File: src/rtl/core/spp_pkg.sv
// ----------------------------------------------------------------------------
// spp_pkg
// Shared widths, reset values and register map of the stereo ping-pong delay.
// ----------------------------------------------------------------------------
package spp_pkg;

	// Field widths
	localparam int SAMPLE_W = 24;
	localparam int GAIN_W   = 16;
	localparam int DELAY_W  = 17;

	// Default store depth in sample pairs
	localparam int STORE_DEPTH_DEF = 131072;

	// Configuration port
	localparam int APB_AW = 5;
	localparam int APB_DW = 32;
	localparam int REG_IDX_W = 3;

	// Register indexes (byte address is 4 * index)
	localparam logic [REG_IDX_W-1:0] REG_DELAY_LEFT    = 3'd0;
	localparam logic [REG_IDX_W-1:0] REG_DELAY_RIGHT   = 3'd1;
	localparam logic [REG_IDX_W-1:0] REG_WET_GAIN      = 3'd2;
	localparam logic [REG_IDX_W-1:0] REG_FEEDBACK_GAIN = 3'd3;
	localparam logic [REG_IDX_W-1:0] REG_REVERSE       = 3'd4;

	// Register reset values
	localparam logic [GAIN_W-1:0] WET_GAIN_RST      = 16'd16384;
	localparam logic [GAIN_W-1:0] FEEDBACK_GAIN_RST = 16'd16384;

endpackage

File: src/rtl/core/spp_mix.sv
// ----------------------------------------------------------------------------
// spp_mix
// Gain, rounding and saturation pipeline with store write-back and output
// register.
// ----------------------------------------------------------------------------
module spp_mix #(
	parameter int DEPTH = spp_pkg::STORE_DEPTH_DEF
) (
	input  logic                                clk,
	input  logic                                arst_n,
	// Accepted word
	input  logic                                accept,
	input  logic signed [spp_pkg::SAMPLE_W-1:0] in_left,
	input  logic signed [spp_pkg::SAMPLE_W-1:0] in_right,
	input  logic [$clog2(DEPTH)-1:0]            wp,
	input  logic                                ok_left,
	input  logic                                ok_right,
	// Tap addresses of the word on offer, for the interlock
	input  logic [$clog2(DEPTH)-1:0]            tap_left,
	input  logic [$clog2(DEPTH)-1:0]            tap_right,
	output logic                                hazard,
	output logic                                en,
	// Store read data
	input  logic [spp_pkg::SAMPLE_W-1:0]        left_at_l,
	input  logic [spp_pkg::SAMPLE_W-1:0]        left_at_r,
	input  logic [spp_pkg::SAMPLE_W-1:0]        right_at_l,
	input  logic [spp_pkg::SAMPLE_W-1:0]        right_at_r,
	// Settings
	input  logic [spp_pkg::GAIN_W-1:0]          wet_gain,
	input  logic [spp_pkg::GAIN_W-1:0]          feedback_gain,
	input  logic                                reverse,
	// Store write
	output logic                                we,
	output logic [$clog2(DEPTH)-1:0]            waddr,
	output logic [spp_pkg::SAMPLE_W-1:0]        wdata_left,
	output logic [spp_pkg::SAMPLE_W-1:0]        wdata_right,
	// Result
	output logic                                out_valid,
	input  logic                                out_ready,
	output logic signed [spp_pkg::SAMPLE_W-1:0] out_left,
	output logic signed [spp_pkg::SAMPLE_W-1:0] out_right
);

	localparam int AW = $clog2(DEPTH);
	localparam int SW = spp_pkg::SAMPLE_W;
	localparam int GW = spp_pkg::GAIN_W;
	localparam int PW = SW + GW + 1;
	localparam int RW = PW + 1;
	localparam int QW = RW - 15;
	localparam int TW = QW + 1;

	// Round the product half up, add the input, clamp to the sample range
	function automatic logic signed [SW-1:0] finish(
		input logic signed [SW-1:0] smp,
		input logic signed [PW-1:0] prod
	);
		logic signed [RW-1:0] biased;
		logic signed [QW-1:0] scaled;
		logic signed [TW-1:0] sum;
		logic signed [TW-1:0] hi;
		logic signed [TW-1:0] lo;
		biased = RW'(prod) + RW'(16384);
		scaled = biased[RW-1:15];
		sum    = TW'(smp) + TW'(scaled);
		hi     = TW'((1 << (SW - 1)) - 1);
		lo     = -TW'(1 << (SW - 1));
		if (sum > hi) begin
			finish = hi[SW-1:0];
		end else if (sum < lo) begin
			finish = lo[SW-1:0];
		end else begin
			finish = sum[SW-1:0];
		end
	endfunction

	logic                 v_s1;
	logic signed [SW-1:0] in_l_s1;
	logic signed [SW-1:0] in_r_s1;
	logic [AW-1:0]        wp_s1;
	logic                 ok_l_s1;
	logic                 ok_r_s1;

	logic                 v_s2;
	logic signed [SW-1:0] in_l_s2;
	logic signed [SW-1:0] in_r_s2;
	logic [AW-1:0]        wp_s2;
	logic signed [PW-1:0] wet_l_s2;
	logic signed [PW-1:0] wet_r_s2;
	logic signed [PW-1:0] fb_l_s2;
	logic signed [PW-1:0] fb_r_s2;

	logic                 out_valid_q;
	logic signed [SW-1:0] out_left_q;
	logic signed [SW-1:0] out_right_q;

	logic signed [SW-1:0] l_at_l;
	logic signed [SW-1:0] r_at_r;
	logic signed [SW-1:0] tap_l;
	logic signed [SW-1:0] tap_r;
	logic signed [GW:0]   wet_s;
	logic signed [GW:0]   fb_s;
	logic signed [SW-1:0] res_l;
	logic signed [SW-1:0] res_r;

	// Advance the whole pipe unless a finished word is held at the output
	assign en = !out_valid_q || out_ready;

	// Hold off a word whose taps hit a write still in flight
	assign hazard = (v_s1 && (wp_s1 == tap_left || wp_s1 == tap_right)) ||
		(v_s2 && (wp_s2 == tap_left || wp_s2 == tap_right));

	// Select taps; entries never written read as zero
	always_comb begin
		l_at_l = ok_l_s1 ? signed'(left_at_l) : '0;
		r_at_r = ok_r_s1 ? signed'(right_at_r) : '0;
		if (reverse) begin
			tap_l = ok_l_s1 ? signed'(right_at_l) : '0;
			tap_r = ok_r_s1 ? signed'(left_at_r) : '0;
		end else begin
			tap_l = l_at_l;
			tap_r = r_at_r;
		end
		wet_s = signed'({1'b0, wet_gain});
		fb_s  = signed'({1'b0, feedback_gain});
	end

	// Stage 1: capture the accepted word
	always_ff @(posedge clk or negedge arst_n) begin
		if (!arst_n) begin
			v_s1 <= 1'b0;
		end else if (en) begin
			v_s1 <= accept;
		end
	end

	always_ff @(posedge clk) begin
		if (accept) begin
			in_l_s1 <= in_left;
			in_r_s1 <= in_right;
			wp_s1   <= wp;
			ok_l_s1 <= ok_left;
			ok_r_s1 <= ok_right;
		end
	end

	// Stage 2: register the four gain products
	always_ff @(posedge clk or negedge arst_n) begin
		if (!arst_n) begin
			v_s2 <= 1'b0;
		end else if (en) begin
			v_s2 <= v_s1;
		end
	end

	always_ff @(posedge clk) begin
		if (en) begin
			in_l_s2  <= in_l_s1;
			in_r_s2  <= in_r_s1;
			wp_s2    <= wp_s1;
			wet_l_s2 <= tap_l * wet_s;
			wet_r_s2 <= tap_r * wet_s;
			fb_l_s2  <= r_at_r * fb_s;
			fb_r_s2  <= l_at_l * fb_s;
		end
	end

	// Round, add and clamp; write back to the stores
	assign res_l       = finish(in_l_s2, wet_l_s2);
	assign res_r       = finish(in_r_s2, wet_r_s2);
	assign we          = en && v_s2;
	assign waddr       = wp_s2;
	assign wdata_left  = finish(in_l_s2, fb_l_s2);
	assign wdata_right = finish(in_r_s2, fb_r_s2);

	// Output register
	always_ff @(posedge clk or negedge arst_n) begin
		if (!arst_n) begin
			out_valid_q <= 1'b0;
		end else if (en) begin
			out_valid_q <= v_s2;
		end
	end

	always_ff @(posedge clk) begin
		if (en && v_s2) begin
			out_left_q  <= res_l;
			out_right_q <= res_r;
		end
	end

	assign out_valid = out_valid_q;
	assign out_left  = out_left_q;
	assign out_right = out_right_q;

endmodule

File: config.mk
export PLATFORM = sky130hd
export DESIGN_NAME = spp_mix
export DESIGN_NICKNAME = d
export VERILOG_FILES = /design/src/rtl/core/spp_pkg.sv /design/src/rtl/core/spp_mix.sv
export SDC_FILE = /design/constraint.sdc
export NUM_CORES = 2
export LEC_CHECK = 0
export BUFFER_PORTS_ARGS = -buffer_cell sky130_fd_sc_hd__buf_2
export CAP_MARGIN = 20
export CORE_AREA = 2 2 344 346
export DETAILED_ROUTE_END_ITERATION = 16
export DIE_AREA = 0 0 346 348
export GPL_ROUTABILITY_DRIVEN = 0
export PLACE_DENSITY = 0.88
export SKIP_LAST_GASP = 1
export SYNTH_ARGS = -nofsm -noshare
export SYNTH_HDL_FRONTEND = slang
export SYNTH_SLANG_ARGS = --single-unit
File: constraint.sdc
create_clock -name clk -period 11.05 [get_ports clk]
set_input_delay 2.21 -clock clk [delete_from_list [all_inputs] [get_ports clk]]
set_output_delay 2.21 -clock clk [all_outputs]
set_load 0.05 [all_outputs]
==> qor.log <==
qor: outcome.outcome finished, final reports clean
qor: timing.setup_viol 0
qor: timing.final.min_clock_period 9.76 ns
qor: layout.layout-drive-gt1-share 7.00%
qor: layout.nets 10,100
qor: worst_setup_path.r2r-end fb_r_s2[40]$_DFFE_PN_
qor: floorplanning.chipHeight 348 µm
qor: grt.grtUsageTotal 35.3%
qor: floorplanning.std_cell_rows 126
qor: floorplanning.total_die_area 120,000 µm²
qor: route.avgRoutedWirePerCell 22.2 µm
qor: grt.antenna_found_initial 26
qor: grt.pin_count_of_the_biggest_net_entering_global_routing 123
qor: clock_tree.clk_tree_root_cell sky130_fd_sc_hd__clkbuf_16
qor: clock_tree.clkTransAtPathRegs 0.07 ns
qor: worst_setup_path.ff2ff_setup_slack 2.14 ns
qor: worst_setup_path.worst_r2r_startpoint ok_l_s1$_DFFE_PP_
qor: timing.fin_crit_sh 88.4%
qor: layout.fillCellCount 8,623
qor: worst_setup_path.cp_max_fo 31
qor: synthesis.ys_top_cells_by_area sky130_fd_sc_hd__fa_1 (42%), sky130_fd_sc_hd__edfxtp_1 (12%), sky130_fd_sc_hd__inv_1 (9.4%)
qor: run.drv.max_cap_violation_count 0
qor: layout.seqCellArea 8720 µm²
qor: synthesis.post_synth_most_frequent_cells sky130_fd_sc_hd__inv_1 (1,790), sky130_fd_sc_hd__fa_1 (1,504), sky130_fd_sc_hd__nand2_1 (1,031), sky130_fd_sc_hd__ha_1 (508), sky130_fd_sc_hd__and2_1 (350)
qor: timing.fmaxAchievable 102 MHz
qor: route.drt_wl_total 208,000 µm
qor: route.drt-initial-drc-count 6,307
qor: clock_tree.clkLatencyLatePin 0.58 ns
qor: timing.slew_headroom 17.5%
qor: grt.first_global_vias 61,100
qor: clock_tree.cts-resized-gates 0
qor: timing.final-max-slew-violation-count 0
qor: place.place.detailed.hpwl 168,000 µm
qor: place.placement.io_buffers 350
qor: synthesis.number_of_synthesized_flops_with_an_enable_pin 288
qor: layout.combined_area_of_the_multi_input_logic_cells 55,100 µm²
qor: worst_hold_path.hold_class reg -> reg
qor: route.via_count 56,400
qor: worst_setup_path.timing.critical_path.from_type input port
qor: timing.worst-slew-pin-transition 1.24 ns
qor: grt.overflow 0
qor: layout.area_growth_syn_to_layout 6.32%
qor: synthesis.synthesized_area 71,900 µm²
qor: synthesis.syn-mean-instance-area 9.36 µm²
qor: synthesis.synth.ff_latch_count 291
qor: route.drt.antenna.violating_nets 0
qor: worst_hold_path.hold_path_startpoint in_r_s1[19]$_DFFE_PP_
qor: timing.timing.final.hold_violations 0
qor: grt.grt_first_pass_wirelength 329,000 µm
qor: route.firstDrtPassIters 6
qor: clock_tree.cts_num_sinks 291
qor: synthesis.count_of_unique_library_cells_instantiated_by_yosys 82
qor: worst_setup_path.endpoint_kind register
qor: timing.clock_skew 0.0401 ns
qor: worst_hold_path.worstHoldEndpoint in_r_s2[19]$_DFFE_PN_
qor: worst_hold_path.hold_depth 0
qor: worst_setup_path.timing.critical_path.required 11.37 ns
qor: timing.final.setup.tns 0 ns
qor: synthesis.yosys_warnings 0
qor: floorplanning.core_area 117,000 µm²
qor: synthesis.fraction_of_the_yosys_area_taken_by_sequential_cells 12.1%
qor: worst_setup_path.r2r.worst_path.cells 23
qor: clock_tree.post_cts_hold_buffer_count 0
qor: clock_tree.clock_tree_from_tritoncts yes
qor: timing.final.setup.worst_slack 1.29 ns
qor: worst_setup_path.worst_ep_arrival_time 10.09 ns
qor: floorplanning.initial_core_util 61.4%
qor: synthesis.synth_fp_nets 9,922
qor: clock_tree.cts-buffers-inserted 36
qor: worst_setup_path.timing_worst_setup_path_type in -> reg
qor: synthesis.synth_async_sr_flop_share 1.03%
qor: clock_tree.post-cts-setup-buffers 0
qor: synthesis.synth_top_cell_area_share 41.9%
qor: route.post-route-drc-count 0
qor: synthesis.syn-instance-count 7,676
qor: synthesis.synthMostInstantiatedCell sky130_fd_sc_hd__inv_1
qor: floorplanning.die_w 346 µm
qor: timing.setup_repair_after_global_routing_missed_its_margin no
qor: synthesis.synth_flop_cell sky130_fd_sc_hd__edfxtp_1
qor: synthesis.post-synth-top-area-cell sky130_fd_sc_hd__fa_1
qor: clock_tree.clk_path_buf_depth 3
qor: route.route.detailed.vias_per_inst 6.00
qor: place.detailedPlace.worstSlack 0.878 ns
qor: clock_tree.clock_tree.htree_level_count 2
qor: floorplanning.num_io_pins 351
==> per-stage QoR <==
| stage | utilization [%] | instances | hold WS (ns) | instance area (µm²) |
|---|---|---|---|---|
| floorplan | - | 7676 | 0.400 | 71900 |
| global route | 65.3 | 9407 | 0.427 | 76400 |
| global placement | 64.2 | 9332 | 0.403 | 75100 |
| CTS | 65.2 | 9396 | 0.415 | 76300 |
| detailed placement | 64.2 | 9332 | 0.405 | 75100 |
| finish | 65.3 | 9411 | 0.411 | 76400 |
==> layout make-up <==
| cell class | count | area share, % |
|---|---|---|
| Clock buffer | 38 | 1.24 |
| Antenna cell | 13 | 0.0426 |
| Multi-Input combinational cell | 5261 | 72.2 |
| Timing Repair Buffer | 456 | 3.41 |
| Tap cell | 1536 | 2.52 |
| Inverter | 1790 | 8.80 |
| Sequential cell | 291 | 11.4 |
| Clock inverter | 26 | 0.405 |
==> worst max path at each step <==
stage,start,endpoint,depth (start not counted)
2_1_floorplan,out_ready,we,2
6_report,reverse,wet_l_s2[40]$_DFFE_PN_,23
3_5_place_dp,reverse,wet_l_s2[40]$_DFFE_PN_,25
4_1_cts,reverse,wet_l_s2[40]$_DFFE_PN_,25
5_1_grt,reverse,wet_l_s2[40]$_DFFE_PN_,25
3_3_place_gp,reverse,wet_l_s2[40]$_DFFE_PN_,25
==> sequential cells by signal, summed over array words and instances, names as in the netlist <==
signal and count:
wp_s1 17, wet_r_s2 27, ok_l_s1 1, out_left 24, out_valid 1, wet_l_s2 27, ok_r_s1 1, fb_r_s2 27
waddr 17, out_right 24, in_r_s1 24, fb_l_s2 27, in_r_s2 24, in_l_s2 24, in_l_s1 24, v_s2 1
v_s1 1
==> cells by family (layout without fill, tap and decap cells) <==
group / count (synthesis) / in the layout / synth area share, %
AO/OA/AOI/OAI: 622 / 622 / 5.59
XOR/XNOR: 389 / 389 / 4.74
adder cells (fa/ha/maj): 2012 / 2012 / 50.8
buffers and inverters: 2124 / 2310 / 11.1
flip-flops: 291 / 291 / 12.1
multiplexers: 51 / 51 / 0.716
other: 0 / 13 / 0
AND/OR/NAND/NOR: 2187 / 2187 / 14.9
==> cell usage in the layout, fill, tap and decap left out, drive strengths merged, types with 6 or more instances in the layout <==
cell type,instances
nand2b,26
clkbuf,38
o31ai,6
nor4,20
mux2i,48
ha,508
a21o,96
nand3,66
a21oi,190
edfxtp,288
o21a,40
diode,13
buf,456
o22ai,6
xnor2,211
clkinv,11
a21boi,8
and2,354
a221oi,7
o21ai,133
and4,21
or3,14
o21bai,20
nor2b,75
o211ai,14
nand2,1031
nor2,139
fa,1504
nand4,37
a211oi,18
inv,1798
a31oi,19
o2111ai,7
nor3,33
or2,10
and3,347
xor2,178
==> worst max-delay path, stage by stage <==
cell,delay (ns)
sky130_fd_sc_hd__buf_2,0.43
sky130_fd_sc_hd__buf_12,0.33
sky130_fd_sc_hd__mux2i_1,0.13
sky130_fd_sc_hd__nor2b_1,0.81
sky130_fd_sc_hd__nand2_1,0.23
sky130_fd_sc_hd__fa_1,0.58
sky130_fd_sc_hd__inv_1,0.05
sky130_fd_sc_hd__fa_1,0.48
sky130_fd_sc_hd__fa_1,0.57
sky130_fd_sc_hd__fa_1,0.44
sky130_fd_sc_hd__fa_1,0.52
sky130_fd_sc_hd__fa_1,0.42
sky130_fd_sc_hd__ha_1,0.37
sky130_fd_sc_hd__a21o_1,0.20
sky130_fd_sc_hd__a21o_1,0.17
sky130_fd_sc_hd__a21o_1,0.18
sky130_fd_sc_hd__a21oi_1,0.35
sky130_fd_sc_hd__o21ai_0,0.20
sky130_fd_sc_hd__o2111ai_1,0.27
sky130_fd_sc_hd__a21oi_1,0.10
sky130_fd_sc_hd__a2111oi_0,0.70
sky130_fd_sc_hd__o21bai_1,0.16
sky130_fd_sc_hd__xnor2_1,0.16
==> layer usage <==
layer | up-vias | GRT usage (%) | share of wire [%]
met4 | 22 | 19.7 | 6.8
met3 | 1052 | 13.6 | 15
met1 | 27600 | 42.6 | 34
li1 | 23700 | - | -
met2 | 4107 | 54.4 | 44
met5 | - | 0 | 0.069
Power is left out: the tool's default activity adds up to more than one toggle a clock period on the data nets, which glitch-free logic cannot reach.
