**src/rtl/core/spp_pkg.sv**
```systemverilog
// ----------------------------------------------------------------------------
// spp_pkg
// Shared widths, reset values and register map of the stereo ping-pong delay.
// ----------------------------------------------------------------------------
package spp_pkg;

	// Field widths
	localparam int SAMPLE_W = 24;
	localparam int GAIN_W   = 16;
	localparam int DELAY_W  = 17;

	// Default store depth in sample pairs
	localparam int STORE_DEPTH_DEF = 131072;

	// Configuration port
	localparam int APB_AW = 5;
	localparam int APB_DW = 32;
	localparam int REG_IDX_W = 3;

	// Register indexes (byte address is 4 * index)
	localparam logic [REG_IDX_W-1:0] REG_DELAY_LEFT    = 3'd0;
	localparam logic [REG_IDX_W-1:0] REG_DELAY_RIGHT   = 3'd1;
	localparam logic [REG_IDX_W-1:0] REG_WET_GAIN      = 3'd2;
	localparam logic [REG_IDX_W-1:0] REG_FEEDBACK_GAIN = 3'd3;
	localparam logic [REG_IDX_W-1:0] REG_REVERSE       = 3'd4;

	// Register reset values
	localparam logic [GAIN_W-1:0] WET_GAIN_RST      = 16'd16384;
	localparam logic [GAIN_W-1:0] FEEDBACK_GAIN_RST = 16'd16384;

endpackage

```
**src/rtl/core/spp_delay_mod.sv**
```systemverilog
// ----------------------------------------------------------------------------
// spp_delay_mod
// Reduces both tap delays modulo the store depth by reciprocal multiplication.
// ----------------------------------------------------------------------------
// The quotient estimate floor(d * floor(2^17 / DEPTH) / 2^17) is either the
// true quotient or one below it, so one compare and subtract finishes the
// remainder. The three steps are registered in turn, and busy covers all three.
// ----------------------------------------------------------------------------
module spp_delay_mod #(
	parameter int DEPTH = spp_pkg::STORE_DEPTH_DEF
) (
	input  logic                         clk,
	input  logic                         arst_n,
	input  logic                         start,
	input  logic [spp_pkg::DELAY_W-1:0]  raw_left,
	input  logic [spp_pkg::DELAY_W-1:0]  raw_right,
	output logic [$clog2(DEPTH)-1:0]     red_left,
	output logic [$clog2(DEPTH)-1:0]     red_right,
	output logic                         busy
);

	localparam int AW    = $clog2(DEPTH);
	localparam int DW    = spp_pkg::DELAY_W;
	localparam int RCW   = DW + 1;
	localparam int PW    = DW + RCW;
	localparam int MW    = DW + AW + 1;
	localparam int RECIP = (1 << DW) / DEPTH;

	typedef enum logic [3:0] {
		RED_IDLE = 4'b0001,
		RED_QUOT = 4'b0010,
		RED_PART = 4'b0100,
		RED_FOLD = 4'b1000
	} red_state_t;

	red_state_t    state_q;
	logic [DW-1:0] dly_l_q;
	logic [DW-1:0] dly_r_q;
	logic [DW-1:0] quo_l_q;
	logic [DW-1:0] quo_r_q;
	logic [AW:0]   part_l_q;
	logic [AW:0]   part_r_q;
	logic [AW-1:0] red_l_q;
	logic [AW-1:0] red_r_q;
	logic [PW-1:0] prod_l;
	logic [PW-1:0] prod_r;
	logic [MW-1:0] diff_l;
	logic [MW-1:0] diff_r;
	logic [AW-1:0] fold_l;
	logic [AW-1:0] fold_r;

	// Quotient estimate, partial remainder below twice the depth, final fold
	always_comb begin
		prod_l = PW'(dly_l_q) * PW'(RECIP);
		prod_r = PW'(dly_r_q) * PW'(RECIP);
		diff_l = MW'(dly_l_q) - MW'(quo_l_q) * MW'(DEPTH);
		diff_r = MW'(dly_r_q) - MW'(quo_r_q) * MW'(DEPTH);
		fold_l = (part_l_q >= (AW + 1)'(DEPTH)) ?
			AW'(part_l_q - (AW + 1)'(DEPTH)) : part_l_q[AW-1:0];
		fold_r = (part_r_q >= (AW + 1)'(DEPTH)) ?
			AW'(part_r_q - (AW + 1)'(DEPTH)) : part_r_q[AW-1:0];
	end

	// Load on a delay write, then step through the three stages
	always_ff @(posedge clk or negedge arst_n) begin
		if (!arst_n) begin
			state_q  <= RED_IDLE;
			dly_l_q  <= '0;
			dly_r_q  <= '0;
			quo_l_q  <= '0;
			quo_r_q  <= '0;
			part_l_q <= '0;
			part_r_q <= '0;
			red_l_q  <= '0;
			red_r_q  <= '0;
		end else if (start) begin
			dly_l_q <= raw_left;
			dly_r_q <= raw_right;
			state_q <= RED_QUOT;
		end else begin
			case (state_q)
				RED_IDLE: begin
				end
				RED_QUOT: begin
					quo_l_q <= prod_l[DW +: DW];
					quo_r_q <= prod_r[DW +: DW];
					state_q <= RED_PART;
				end
				RED_PART: begin
					part_l_q <= diff_l[AW:0];
					part_r_q <= diff_r[AW:0];
					state_q  <= RED_FOLD;
				end
				RED_FOLD: begin
					red_l_q <= fold_l;
					red_r_q <= fold_r;
					state_q <= RED_IDLE;
				end
				default: begin
					state_q <= RED_IDLE;
				end
			endcase
		end
	end

	assign red_left  = red_l_q;
	assign red_right = red_r_q;
	assign busy      = (state_q != RED_IDLE);

endmodule

```
**config.mk**
```make
export PLATFORM = sky130hd
export DESIGN_NAME = spp_delay_mod
export DESIGN_NICKNAME = d
export VERILOG_FILES = /design/src/rtl/core/spp_pkg.sv /design/src/rtl/core/spp_delay_mod.sv
export SDC_FILE = /design/constraint.sdc
export NUM_CORES = 1
export LEC_CHECK = 0
export ABC_AREA = 1
export BUFFER_PORTS_ARGS = -buffer_cell sky130_fd_sc_hd__buf_2
export CAP_MARGIN = 15
export CORE_MARGIN = 2
export CORE_UTILIZATION = 52
export CTS_BUF_LIST = sky130_fd_sc_hd__clkbuf_2
export DETAILED_ROUTE_END_ITERATION = 16
export GPL_TIMING_DRIVEN = 0
export PLACE_DENSITY = 0.84
export RECOVER_POWER = 100
export SLEW_MARGIN = 0
export SYNTH_ARGS = -nofsm -noshare
export SYNTH_HDL_FRONTEND = slang
export SYNTH_SLANG_ARGS = --single-unit
```
**constraint.sdc**
```tcl
create_clock -name clk -period 1.6 [get_ports clk]
set_input_delay 0.08 -clock clk [delete_from_list [all_inputs] [get_ports clk]]
set_output_delay 0.08 -clock clk [all_outputs]
set_load 0.1 [all_outputs]
```
==> results of run 1 <==
[path summary, 6_finish.rpt]
path | from | to | slack [ps]
worst max-delay path | state_q[0]$_DFFE_PN1P_ | busy | -30
worst min-delay path | raw_left[1] | dly_l_q[1]$_DFFE_PN0P_ | 230
worst max register to register | state_q[3]$_DFFE_PN0P_ | red_left[15]$_DFFE_PN0P_ | 80
worst min register to register | red_right[6]$_DFFE_PN0P_ | red_right[6]$_DFFE_PN0P_ | 510
max in group asynchronous | arst_n | state_q[0]$_DFFE_PN1P_ | 270
min in group asynchronous | arst_n | red_left[10]$_DFFE_PN0P_ | 250
[per-stage QoR]
| step | cell area [sq um] | TNS (ps) |
|---|---|---|
| after global routing | 5290 | -560 |
| after CTS | 5310 | -39.1 |
| after detailed placement | 4760 | 0 |
| after global placement | 4730 | -55860 |
| after floorplan | 4250 | 0 |
| final | 5290 | -33.0 |
[worst max-delay path: stages (launching register included)]
cell and delay (ps):
dfstp_2 600, inv_1 50, nor2_1 80, nand2_1 80, buf_6 190
[repair_timing]
item	CTS	global route
gates cloned	0	0
hold endpoints to repair	149	0
gates resized for setup	2	0
setup buffers	2	0
endpoints found under the setup margin	1	1
hold buffers	42	0
[Yosys cell counts (all sizes together)]
cell type    n  share of area [%]
nor2         7                1.1
dfrtp      105                 62
clkbuf       7               0.62
nand4       68                 10
dfstp        1               0.62
nand3        3               0.77
inv          5               0.44
nand2      241                 21
buf         28                3.3
[cell families after synthesis]
group                  Yosys count  synth area share, %
buffers and inverters           40                 4.38
flip-flops                     106                 62.4
AND/OR/NAND/NOR                319                 33.2
[registers in the layout, indices dropped and copies added (netlist names)]
register / flops
dly_l_q: 17
dly_r_q: 17
part_r_q: 17
state_q: 4
red_left: 17
red_right: 17
part_l_q: 17
[power breakdown]
part / switching, W / internal [W] / total, W / leakage (nW)
registers: 0.000206 / 0.00302 / 0.00323 / 1.38
clock network: 0.000829 / 0.000351 / 0.00118 / 0.0577
logic: 0.000705 / 0.000298 / 0.00100 / 1.52
total: 0.00174 / 0.00367 / 0.00541 / 2.95
[layer usage]
metal  global-route usage [%]  wire, um  vias up
li1                         -         -     1775
met1                     33.6      4460     1691
met2                     37.4      4580      115
met3                     3.03       535       20
met4                     10.9       200        0
met5                        0         0        -
[final cells by class]
class	count	share of cell area, %
sequential	106	50.1
multi-input combinational	319	26.7
timing repair buffer	116	15.2
buffer	35	3.12
tap	102	2.41
clock inverter	5	1.06
clock buffer	10	0.946
inverter	5	0.355
antenna	1	0.0473
==> metrics.cfg, run 1 <==
[status]
status=finished with violations
violations=negative setup slack

[timing]
maxSlewHeadroom_pct=21.8
finalHoldWorstSlack_ps=235
layout_setup_ws_ps=-33.0
worst_pin_slew_ps=1170
fmax_mhz=612
period_minus_slack_ps=1630
finalCritPeriodShare_pct=102
slew_violations=0
finalHoldViolCount=0
rsz0062_at_grt=yes
finClkSkew_ps=13.8
finalSetupViolations=1

[place]
io_buffer_count=71
hpwlAfterDp_um=6650
dp_slack_ps=212
gp_congestion=0.799
dp_cells=639

[finish]
nNetsFinal=629
final_common_cell=nand2_1
fin_util_pct=67.8
seq_area_sq_um=2650
drive_gt1_share_pct=19.8
mostFrequentLayoutCells=241 x nand2_1, 105 x dfrtp_1, 68 x nand4_1
multi_input_area_sq_um=1410
num-fill-cells=605
syn_to_final_growth_pct=24.5
fin_cells=699

[global_routing]
grt_util_all_layers_pct=23.8
grt_pass1_vias=3513
grt_pass1_wl_um=16400
grt_overflow=0
antenna_found_initial=1
grt_max_degree=58

[setup_path]
path_class=reg2out
crit_required_ps=1520
startpoint_type=flop
cp.arrival_ps=1550
endpoint_kind=primary output
r2r_cells=7
crit_fanout=2

[run]
cap_violations=0

[yosys]
yosysUniqueCellTypes=15
ys_seq_area_share_pct=62.4
syn_area_per_cell_sq_um=9.14
ys.warnings.count=0
netlist_area_sq_um=4250
ys_ff_latch=106
synth_nets=502
syn_inst=465

[clock_network]
root_buffer=clkbuf_2
cts_tree=done
tritoncts_num_sinks=106
cts_max_level=3
clock_path_buffers=2
numCtsBuffers=9
clk_pin_slew_ps=250
clk_latency_ps=550

[die]
io_pins=72
die_h_um=94.4
rows=32
dieArea_sq_um=8920
coreArea_sq_um=7810
start_util_pct=54.5
die_x_um=94.4

[hold_path]
hold_depth=4
hold_class=in2reg

[routing]
drt_wl_total_um=9780
antenna_left=0
viasPerCell=5.15
detail_route.wl_per_cell_um=14.0
firstDrtPassIters=4
vias=3601
drt_iter0_drc=256
drc=0

[power_and_ir_drop]
p_leak_nw=2.95
power-per-cell-area_nw_per_um2=1020
total_power_w=0.00541
ir_worst_vdd_mv=0.693

Power figures use the tool's default switching activity.
==> run 2, diff against run 1 <==
Settings changed: ABC_AREA 1 to unset, SLEW_MARGIN 0 to 20.
==> run 2 against run 1 <==
Effect of this change: the run now ends clean; synthesized cell count fell by 51%; worst setup slack improved by 33 ps; register-to-register slack got worse by 80 ps; sequential cell count did not move; largest cell class unchanged; clock-buffer cell count fell by 1; highest routed layer unchanged; final cell count fell by 33%.
==> metrics.cfg, run 2 <==
[setup_path]
r2r_cells=5  ; -2
cp.arrival_ps=2050  ; +500 ps
crit_fanout=10  ; +8
path_class=reg2reg
cp_slowest_cell=dfstp_2
max_stage_delay_ps=620  ; +20 ps
crit_required_ps=2050  ; +530 ps
endpoint_kind=flop
startpoint_type=flop
path_cells=buf_4 -> nor3_4 -> nand3b_4 -> clkbuf_4 -> mux2_2

[routing]
antenna_left=0  ; unchanged
vias=2288  ; -36%
drc=0  ; unchanged
viasPerCell=4.91  ; -4.7%
drt_wl_total_um=6910  ; -29%
firstDrtPassIters=4  ; unchanged
drt_iter0_drc=37  ; -86%
detail_route.wl_per_cell_um=14.8  ; +6.0%

[timing]
finalHoldViolCount=0  ; unchanged
maxSlewHeadroom_pct=60.4  ; +39 points
finClkSkew_ps=28.8  ; +15.0 ps
worst_pin_slew_ps=593  ; -580 ps
slew_violations=0  ; unchanged
rsz0062_at_grt=yes
fmax_mhz=625  ; +2.1%
fin_setup_tns_ps=0  ; +33.0 ps
finalSetupViolations=0  ; -1
finalCritPeriodShare_pct=100  ; -2.1 points
finalHoldWorstSlack_ps=259  ; +24.3 ps
period_minus_slack_ps=1600  ; -33.1 ps

[clock_network]
clk_latency_ps=550  ; about the same
numCtsBuffers=9  ; unchanged
clock_path_buffers=2  ; unchanged
tritoncts_num_sinks=106  ; unchanged
cts_tree=done
cts_max_level=3  ; unchanged
root_buffer=clkbuf_2
clk_pin_slew_ps=280  ; +30 ps

[finish]
final_common_cell=dfrtp_1
stdcell_area_sq_um=5090  ; -3.8%
nNetsFinal=396  ; -37%
mostFrequentLayoutCells=104 x dfrtp_1, 84 x mux2_2, 60 x buf_2
drive_gt1_share_pct=56.6  ; +37 points
antennaDiodeCount=0  ; -1
num-fill-cells=557  ; -7.9%
syn_to_final_growth_pct=25.4

[die]
rows=32  ; unchanged
start_util_pct=53.1  ; -1.4 points
die_h_um=92.4  ; -2.2%
die_x_um=92.4  ; -2.2%
io_pins=72  ; unchanged
dieArea_sq_um=8530  ; -4.3%
coreArea_sq_um=7650  ; -2.1%

[power_and_ir_drop]
intPower_w=0.00399  ; +8.7%
power-per-cell-area_nw_per_um2=1130  ; +10%
power_frac_seq_pct=57.8  ; -1.8 points
netSwitchingFraction_pct=30.3  ; -1.8 points
power_frac_comb_pct=20.4  ; +1.8 points
pwr-share-clk_pct=21.8  ; about the same
power.net_switching_w=0.00174  ; -0.16%
ir_worst_vdd_mv=0.687  ; -0.83%
p_leak_nw=2.64  ; -11%

[yosys]
syn_area_per_cell_sq_um=17.6  ; +93%
ys_ff_latch=106  ; unchanged
synth_nets=267  ; -47%
synth_common_cells=105 x dfrtp_1, 84 x mux2_2, 18 x mux2_4, 6 x buf_6, 4 x buf_2
netlist_area_sq_um=4060  ; -4.5%
ys_top_cells_by_area=dfrtp_1 65%, mux2_2 23%, mux2_4 6.7%
syn_inst=230  ; -51%
synth_top_area_share_pct=64.7  ; +2.9 points
async_flop_share_pct=100  ; unchanged
ys_seq_area_share_pct=65.4  ; +3.0 points
synth_most_common_cell=dfrtp_1
yosysUniqueCellTypes=16  ; +1
synth_edf_count=0  ; unchanged
ys.warnings.count=0  ; unchanged
synth_ff_type=dfrtp_1
synth_area_leader_cell=dfrtp_1

[run]
cap_violations=0  ; unchanged

[place]
place_area_sq_um=4580  ; -4.0%
io_buffer_count=71  ; unchanged
hpwlAfterDp_um=4440  ; -33%
gp_congestion=0.725  ; -9.3%

[hold_path]
hold_class=in2reg
hold_depth=3  ; -1

[global_routing]
grt_max_degree=62  ; +6.9%
grt_pass1_wl_um=11700  ; -29%
antenna_found_initial=0  ; -1
grt_util_all_layers_pct=17.9  ; -5.9 points
grt_overflow=0  ; unchanged
grt_pass1_vias=2444  ; -30%

[status]
status=finished clean

run 2: cell types whose count changed after synthesis, sizes merged, moves of 4 or more:
| cell | change |
|---|---|
| nand2 | -240 |
| mux2 | +102 |
| nand4 | -68 |
| buf | -18 |
| clkbuf | -6 |
| nor2 | -5 |
| inv | -4 |
run 2: metal layers:
| metal | part of all wire, % | global-route usage [%] | vias up |
|---|---|---|---|
| li1 | - | - | 1067 |
| met1 | 45 | 23.6 | 1163 |
| met2 | 50 | 29.6 | 47 |
| met3 | 3.8 | 3.58 | 11 |
| met4 | 1.5 | 6.72 | 0 |
| met5 | 0 | 0 | - |
run 2: final timing paths:
path | from | to | slack, ps
worst max-delay path | state_q[0]$_DFFE_PN1P_ | red_right[7]$_DFFE_PN0P_ | 0.04
worst min-delay path | raw_right[4] | dly_r_q[4]$_DFFE_PN0P_ | 260
worst max register to register | state_q[0]$_DFFE_PN1P_ | red_right[7]$_DFFE_PN0P_ | 0.04
worst min register to register | part_l_q[16]$_DFFE_PN0P_ | red_left[16]$_DFFE_PN0P_ | 510
max in group asynchronous | arst_n | state_q[1]$_DFFE_PN0P_ | 230
min in group asynchronous | arst_n | dly_r_q[9]$_DFFE_PN0P_ | 480
run 2: critical path, delay by kind of cell, from the launching register on:
| family | cells | cell delay (ps) |
|---|---|---|
| buffers and inverters | 2 | 380 |
| DFF | 1 | 620 |
| muxes | 1 | 370 |
| and+or+nand+nor | 2 | 160 |
run 2: final cells by class:
class                   instances  area (sq um)  share of cell area [%]
plain buffers                  11          67.6                    1.33
clock buffers                   9          45.0                   0.885
clock inverters                 7          77.6                    1.52
inverters                       1          3.75                  0.0737
multi-input cells             112          1290                    25.4
flip-flops and latches        106          2660                    52.2
well taps                     102           128                    2.51
repair buffers                118           820                    16.1
run 2: repair_timing:
action,CTS,global route
endpoints found under the setup margin,1,18
buffers inserted,2,7
gates resized for setup,2,5
endpoints found under the hold margin,148,0
pin swaps,0,4
hold buffers,37,0
run 2: through the flow:
stage	setup WS (ps)	util [%]	total power [W]	std cells
finish	0.0357	66.6	0.00573	466
global placement	-609	59.4	0.00441	403
detailed placement	44.5	59.8	0.00448	404
CTS	-14.8	66.6	0.00580	459
floorplan	171	-	0.00419	230
global route	-55.9	66.6	0.00604	466
run 2: cell families (layout without fill, tap and decap cells):
| group | Yosys count | after routing | synth area share, % |
|---|---|---|---|
| flip-flops | 106 | 106 | 65.4 |
| buffers and inverters | 12 | 146 | 2.34 |
| XOR/XNOR | 1 | 1 | 0.216 |
| AND/OR/NAND/NOR | 8 | 8 | 1.97 |
| AO/OA/AOI/OAI | 1 | 1 | 0.123 |
| multiplexers | 102 | 102 | 30.0 |
run 2: power groups by stage:
stage                     sequential [W]  clock (W)  combinational (W)
after floorplan                  0.00371          0           0.000484
after global placement           0.00334          0            0.00106
after detailed placement         0.00338          0            0.00111
after CTS                        0.00332    0.00130            0.00118
after global routing             0.00338    0.00141            0.00124
final                            0.00331    0.00125            0.00117
